==> src/hdl/e2r_pkg.sv <==
`timescale 1ns / 1ps
// e2r_pkg: shared constants, arctangent table and Q2.30 multiply for the
// Euler angle to rotation matrix block. No dependencies.
package e2r_pkg;

    localparam int ANGLE_BITS_DEF   = 16;
    localparam int FRAC_BITS_DEF    = 14;
    localparam int CORDIC_STEPS_DEF = 16;
    localparam int WORK_BITS        = 32;
    localparam int WORK_FRAC        = 30;
    localparam logic signed [WORK_BITS-1:0] GAIN_Q30 = 32'sd652032874;

    typedef logic signed [WORK_BITS-1:0] t_q30;

    function automatic logic [31:0] atan_bam(input int idx);
        logic [31:0] v;
        case (idx)
            0:       v = 32'h20000000;
            1:       v = 32'h12E4051D;
            2:       v = 32'h09FB385B;
            3:       v = 32'h051111D4;
            4:       v = 32'h028B0D43;
            5:       v = 32'h0145D7E1;
            6:       v = 32'h00A2F61E;
            7:       v = 32'h00517C55;
            8:       v = 32'h0028BE53;
            9:       v = 32'h00145F2E;
            10:      v = 32'h000A2F98;
            11:      v = 32'h000517CC;
            12:      v = 32'h00028BE6;
            13:      v = 32'h000145F3;
            14:      v = 32'h0000A2F9;
            15:      v = 32'h0000517C;
            16:      v = 32'h000028BE;
            17:      v = 32'h0000145F;
            18:      v = 32'h00000A2F;
            19:      v = 32'h00000517;
            20:      v = 32'h0000028B;
            21:      v = 32'h00000145;
            22:      v = 32'h000000A2;
            23:      v = 32'h00000051;
            24:      v = 32'h00000028;
            25:      v = 32'h00000014;
            26:      v = 32'h0000000A;
            27:      v = 32'h00000005;
            28:      v = 32'h00000002;
            29:      v = 32'h00000001;
            default: v = 32'h00000000;
        endcase
        return v;
    endfunction

    // Q2.30 product, rounded half up
    function automatic t_q30 mul_q30(input t_q30 a, input t_q30 b);
        logic signed [2*WORK_BITS-1:0] p;
        p = a * b;
        p = p + (64'sd1 <<< (WORK_FRAC - 1));
        return p[WORK_FRAC +: WORK_BITS];
    endfunction

endpackage

==> src/hdl/e2r_cordic.sv <==
`timescale 1ns / 1ps
// e2r_cordic: pipelined rotation-mode CORDIC, one register stage per step,
// plus input fold and output sign stages. Uses e2r_pkg.
module e2r_cordic
    import e2r_pkg::*;
#(
    parameter int ANGLE_BITS   = ANGLE_BITS_DEF,
    parameter int CORDIC_STEPS = CORDIC_STEPS_DEF
) (
    input  logic                  i_clk,
    input  logic                  i_en,
    input  logic [ANGLE_BITS-1:0] i_angle,
    output t_q30                  o_cos,
    output t_q30                  o_sin
);

    localparam int ZW = WORK_BITS + 1;

    logic [31:0] w_u;
    logic        w_flip;

    t_q30                 r_x [0:CORDIC_STEPS];
    t_q30                 r_y [0:CORDIC_STEPS];
    logic signed [ZW-1:0] r_z [0:CORDIC_STEPS];
    logic                 r_f [0:CORDIC_STEPS];
    t_q30                 r_cos;
    t_q30                 r_sin;

    assign w_u    = 32'(i_angle) << (32 - ANGLE_BITS);
    assign w_flip = w_u[31] ^ w_u[30];

    always_ff @(posedge i_clk) begin
        if (i_en) begin
            r_x[0] <= GAIN_Q30;
            r_y[0] <= '0;
            r_z[0] <= ZW'(signed'({w_u[31] ^ w_flip, w_u[30:0]}));
            r_f[0] <= w_flip;
            for (int i = 0; i < CORDIC_STEPS; i++) begin
                r_f[i+1] <= r_f[i];
                if (!r_z[i][ZW-1]) begin
                    r_x[i+1] <= r_x[i] - (r_y[i] >>> i);
                    r_y[i+1] <= r_y[i] + (r_x[i] >>> i);
                    r_z[i+1] <= r_z[i] - signed'(ZW'(atan_bam(i)));
                end else begin
                    r_x[i+1] <= r_x[i] + (r_y[i] >>> i);
                    r_y[i+1] <= r_y[i] - (r_x[i] >>> i);
                    r_z[i+1] <= r_z[i] + signed'(ZW'(atan_bam(i)));
                end
            end
        end
    end

    always_ff @(posedge i_clk) begin
        if (i_en) begin
            r_cos <= r_f[CORDIC_STEPS] ? -r_x[CORDIC_STEPS] : r_x[CORDIC_STEPS];
            r_sin <= r_f[CORDIC_STEPS] ? -r_y[CORDIC_STEPS] : r_y[CORDIC_STEPS];
        end
    end

    assign o_cos = r_cos;
    assign o_sin = r_sin;

endmodule

==> config.mk <==
export PLATFORM = sky130hd
export DESIGN_NAME = e2r_cordic
export DESIGN_NICKNAME = d
export VERILOG_FILES = /design/src/hdl/e2r_pkg.sv /design/src/hdl/e2r_cordic.sv
export SDC_FILE = /design/constraint.sdc
export NUM_CORES = 2
export LEC_CHECK = 0
export BUFFER_PORTS_ARGS = -buffer_cell sky130_fd_sc_hd__buf_2
export CELL_PAD_IN_SITES_DETAIL_PLACEMENT = 1
export CELL_PAD_IN_SITES_GLOBAL_PLACEMENT = 1
export CORE_AREA = 3 3 564 566
export DETAILED_ROUTE_END_ITERATION = 7
export DIE_AREA = 0 0 567 569
export PLACE_DENSITY = 0.71
export SETUP_SLACK_MARGIN = 0.1
export SLEW_MARGIN = 30
export SYNTH_ARGS = -nofsm -noshare
export SYNTH_HDL_FRONTEND = slang
export SYNTH_SLANG_ARGS = --single-unit
==> constraint.sdc <==
create_clock -name i_clk -period 7.7 [get_ports i_clk]
set_input_delay 1.155 -clock i_clk [delete_from_list [all_inputs] [get_ports i_clk]]
set_output_delay 1.155 -clock i_clk [all_outputs]
set_load 0.1 [all_outputs]
Word-level counts from Yosys, hierarchy flattened
Memories as Yosys holds them, arrays and structs flattened.
Cells that the tools add are included.
- flip-flop bits (word level): 64
- RAM bits: 1666
- bits of input ports: 18
- word-level logic and storage cells: 365
- memories: 4
- $add $sub $neg: 97
- multiplexer cells: 212
- bitwise logic cells: 50
- memory list (name ; words ; bits a word ; read ports ; clocked after memory_dff ; wr ports ; RTL line ; RTL):
    r_z ; 17 ; 33 ; 16 ; 0 ; 17 ; e2r_cordic.sv:24 ; logic signed [ZW-1:0] r_z [0:CORDIC_STEPS];
    r_x ; 17 ; 32 ; 17 ; 0 ; 17 ; e2r_cordic.sv:22 ; t_q30 r_x [0:CORDIC_STEPS];
    r_y ; 17 ; 32 ; 17 ; 0 ; 17 ; e2r_cordic.sv:23 ; t_q30 r_y [0:CORDIC_STEPS];
    r_f ; 17 ; 1 ; 17 ; 0 ; 17 ; e2r_cordic.sv:25 ; logic r_f [0:CORDIC_STEPS];
- operator list (operator ; count):
    32-bit 2-to-1 mux ; 98
    33-bit adder ; 16
    33-bit 2-to-1 mux ; 16
    33-bit subtractor ; 16
    1-bit 2-to-1 mux ; 98
    32-bit by 17-bit adder with 32-bit output ; 2
    32-bit by 18-bit adder with 32-bit output ; 2
    32-bit by 19-bit adder with 32-bit output ; 2
    32-bit by 20-bit adder with 32-bit output ; 2
    32-bit by 21-bit adder with 32-bit output ; 2
    32-bit by 22-bit adder with 32-bit output ; 2
    32-bit by 23-bit adder with 32-bit output ; 2
    32-bit by 24-bit adder with 32-bit output ; 2
    32-bit by 25-bit adder with 32-bit output ; 2
    32-bit by 26-bit adder with 32-bit output ; 2
    32-bit by 27-bit adder with 32-bit output ; 2
    32-bit by 28-bit adder with 32-bit output ; 2
    32-bit by 29-bit adder with 32-bit output ; 2
    32-bit by 30-bit adder with 32-bit output ; 2
    32-bit by 31-bit adder with 32-bit output ; 2
    32-bit negator ; 2
    32-bit by 17-bit subtractor with 32-bit output ; 2
    32-bit by 18-bit subtractor with 32-bit output ; 2
    32-bit by 19-bit subtractor with 32-bit output ; 2
    other kinds (16) ; 77

Logic depth before layout (Yosys ltp)
An unclocked memory read counts as a cell.
- depth in word-level cells: 5
- gate-level depth with buffers: 21

Worst setup path after synthesis
No wires, ideal clock.
- kind: input to register
- start: in i_en
- end: mem r_x[6][29] (netlist name) (data pin)
- data arrival time: 5696 ps
- data required time: 7442 ps
- setup slack: 1747 ps
- stages on the path: 19
- buffers on the path: 3
- cell sequence: clkbuf_1 nand2_1 inv_1 clkbuf_1 clkbuf_1 nor2_1 xor2_1 ha_1 and3_1 a2111oi_0 o211ai_1 a21o_1 or4_1 a31o_2 and3_1 o21ai_1 a21oi_1 nor2_1 xnor2_1
- RTL lines (what ; RTL line ; RTL):
    start: declaration ; e2r_cordic.sv:11 ; input logic i_en,
    end: declaration ; e2r_cordic.sv:22 ;

==> metrics.txt <==
run status=complete, no violations; # DRC=0; Post-DRT Antenna Nets=0; final wirelength=324 mm; Core ar.=0.314 mm^2; hold crit path type=flop to flop; Synth Warn #=0; Max Freq=175 MHz; final hold vios=0; Final Skew=0.0675 ns; fin nets=13800; Vias=92300; Req. time, crit path=8.26 ns; HPWL after DPL=258 mm; vias in the first global route=95000; area of the multi-input gates=0.0730 mm^2; #FFs+latches synth=1454; CTS tree=built; MaxCap Viol Count=0; Die W=567 um; EDFF count, synth=1454; post-CTS setup buffers=0; Die Y=569 um; Crit. End Element=flop; CTS root buffer=clkbuf_16; Placed Cells=16300; Hold WS=0.416 ns; RD Place Congestion=0.885; critical path cell sequence=or3_1, or4_1, nor3_1, nand2_1, o31ai_1, xor2_1, ha_1, a21o_1, a21oi_1, o21ai_0, a21oi_1, o32ai_1, or4b_2, a31o_2, a21o_1, a21o_1, a21oi_1, xnor2_1; initial antenna violation count=6; critical-path cell with the highest stage delay=or4b_2; clock sinks=1454; CP Max Fanout=6; CTS Buf Count=182; RSZ-0062 raised after global routing=false; starting density of the core=37.9%; # resized after CTS=0; I/O pin cnt=82; cell with the most instances after synthesis=edfxtp_1; worst skew pair latency=0.87 ns; Post-CTS Hold Buffers=0; row cnt=206; gr ovfl total=0; Pre-Repair DR Iteration Count=5; largest net degree at the start of global routing=81; worst path arrival time=6.27 ns; post-route clock period utilization=74.1%; Worst path top cell family by delay=simple AND/OR/NAND/NOR gates; synth top area cells=edfxtp_1 37%, ha_1 15%, xnor2_1 8.8%, a21oi_1 5.3%, xor2_1 4.3%; worst-case clock buffer depth=4; CP bufs+invs=0; area grow syn2layout=9.47%; layout cells sized above 1=4.36%; Starting DRT DRC Count=5133; Reg clk slew, reported paths=0.06 ns; Cells after Synth=12100; GRT Total Usage=19.5%; post-synth top area share=36.7%; Worst Tran Pin Value=1.02 ns; Finished Layout Cells=16600; ys flop type=edfxtp_1; Layout Utilization=41.5%; Syn Nets=13600; first-pass GRT wire length=521 mm; syn avg cell area=9.80 um^2; register area share after synthesis=36.7%; Total Negative Setup Slacks=0 ns; vias per cell=5.56; Pins Over Slew Limit=0; minimum clock period=5.71 ns; drt wl/cell=19.5 um; Synth area leader=edfxtp_1; Synth cell types=83; # fillers=35600; CP max stage delay=0.65 ns; die area=0.323 mm^2; htree depth=4; max_slew headroom=31.9%; Post-Syn Area=0.119 mm^2; ys async rst share=0%; register area=0.0437 mm^2; port buffer count=81; Final setup viols=0; Commonest cells post-synth=1454 x edfxtp_1, 1403 x ha_1, 1266 x a21oi_1; WS Path Type=flop to flop; Worst setup SP type=flop
-- cell usage in the layout, fill, tap and decap left out, drive strengths merged, types with 176 or more instances in the layout --
cell    netlist  final
nand2       720    720
o21ai       681    681
edfxtp     1454   1454
nand2b      205    205
xnor2      1193   1193
nor3        239    239
ha         1403   1403
a21oi      1266   1266
inv         453    458
o21a        187    187
nand3       191    191
clkbuf      155    215
nor2b       176    176
xor2        586    586
nor2        895    895
a21o        534    534
-- path summary, 6_finish.rpt --
| kind | start | slack (ns) | endpoint | cells after the start |
|---|---|---|---|---|
| min | r_f[14]$_DFFE_PP_ | 0.42 | r_f[15]$_DFFE_PP_ | 0 |
| max | r_x[4][8]$_DFFE_PP_ | 1.99 | r_y[5][29]$_DFFE_PP_ | 18 |
| min reg2reg | r_f[14]$_DFFE_PP_ | 0.42 | r_f[15]$_DFFE_PP_ | 0 |
| max reg2reg | r_x[4][8]$_DFFE_PP_ | 1.99 | r_y[5][29]$_DFFE_PP_ | 18 |
-- layout make-up --
cell class | count | area share (%)
repair buffers | 151 | 0.741
multi-input cells | 10000 | 56.1
inverters | 457 | 1.32
well taps | 4160 | 4.00
diodes | 2 | 0.00384
flip-flops and latches | 1454 | 33.5
clock inverters | 112 | 0.699
clock buffers | 215 | 3.67
-- cells by family (layout without fill, tap and decap cells) --
group,after synthesis,after routing,share of synthesized area [%]
fa+ha+maj,1446,1446,15.5
buf+inv,643,935,2.03
mux,88,88,0.773
compound gates,3681,3681,19.5
simple gates,3046,3046,12.4
other cells,0,2,0
xor+xnor,1779,1779,13.1
flops,1454,1454,36.7
-- through the flow --
| step | setup slack (ns) | instance area [um^2] |
|---|---|---|
| 2_1_floorplan | 1.75 | 119000 |
| 3_3_place_gp | 1.36 | 124000 |
| 3_5_place_dp | 1.27 | 125000 |
| 4_1_cts | 1.97 | 130000 |
| 5_1_grt | 1.54 | 130000 |
| 6_report | 1.99 | 130000 |
-- sequential cells by signal (all words and copies together), names as in the netlist --
| register | cells |
|---|---|
| o_sin | 32 |
| r_x | 456 |
| o_cos | 32 |
| r_y | 481 |
| r_z | 436 |
| r_f | 17 |
-- layer usage --
| layer | up-vias | part of all wire [%] | GRT usage [%] |
|---|---|---|---|
| li1 | 45500 | - | - |
| met5 | - | 0.0022 | 0 |
| met1 | 45200 | 44 | 24.3 |
| met3 | 465 | 2.7 | 1.69 |
| met4 | 2 | 2.7 | 5.36 |
| met2 | 1154 | 51 | 35.9 |
Power is left out: the tool's default activity adds up to more than one toggle a clock period on the data nets, which glitch-free logic cannot reach.
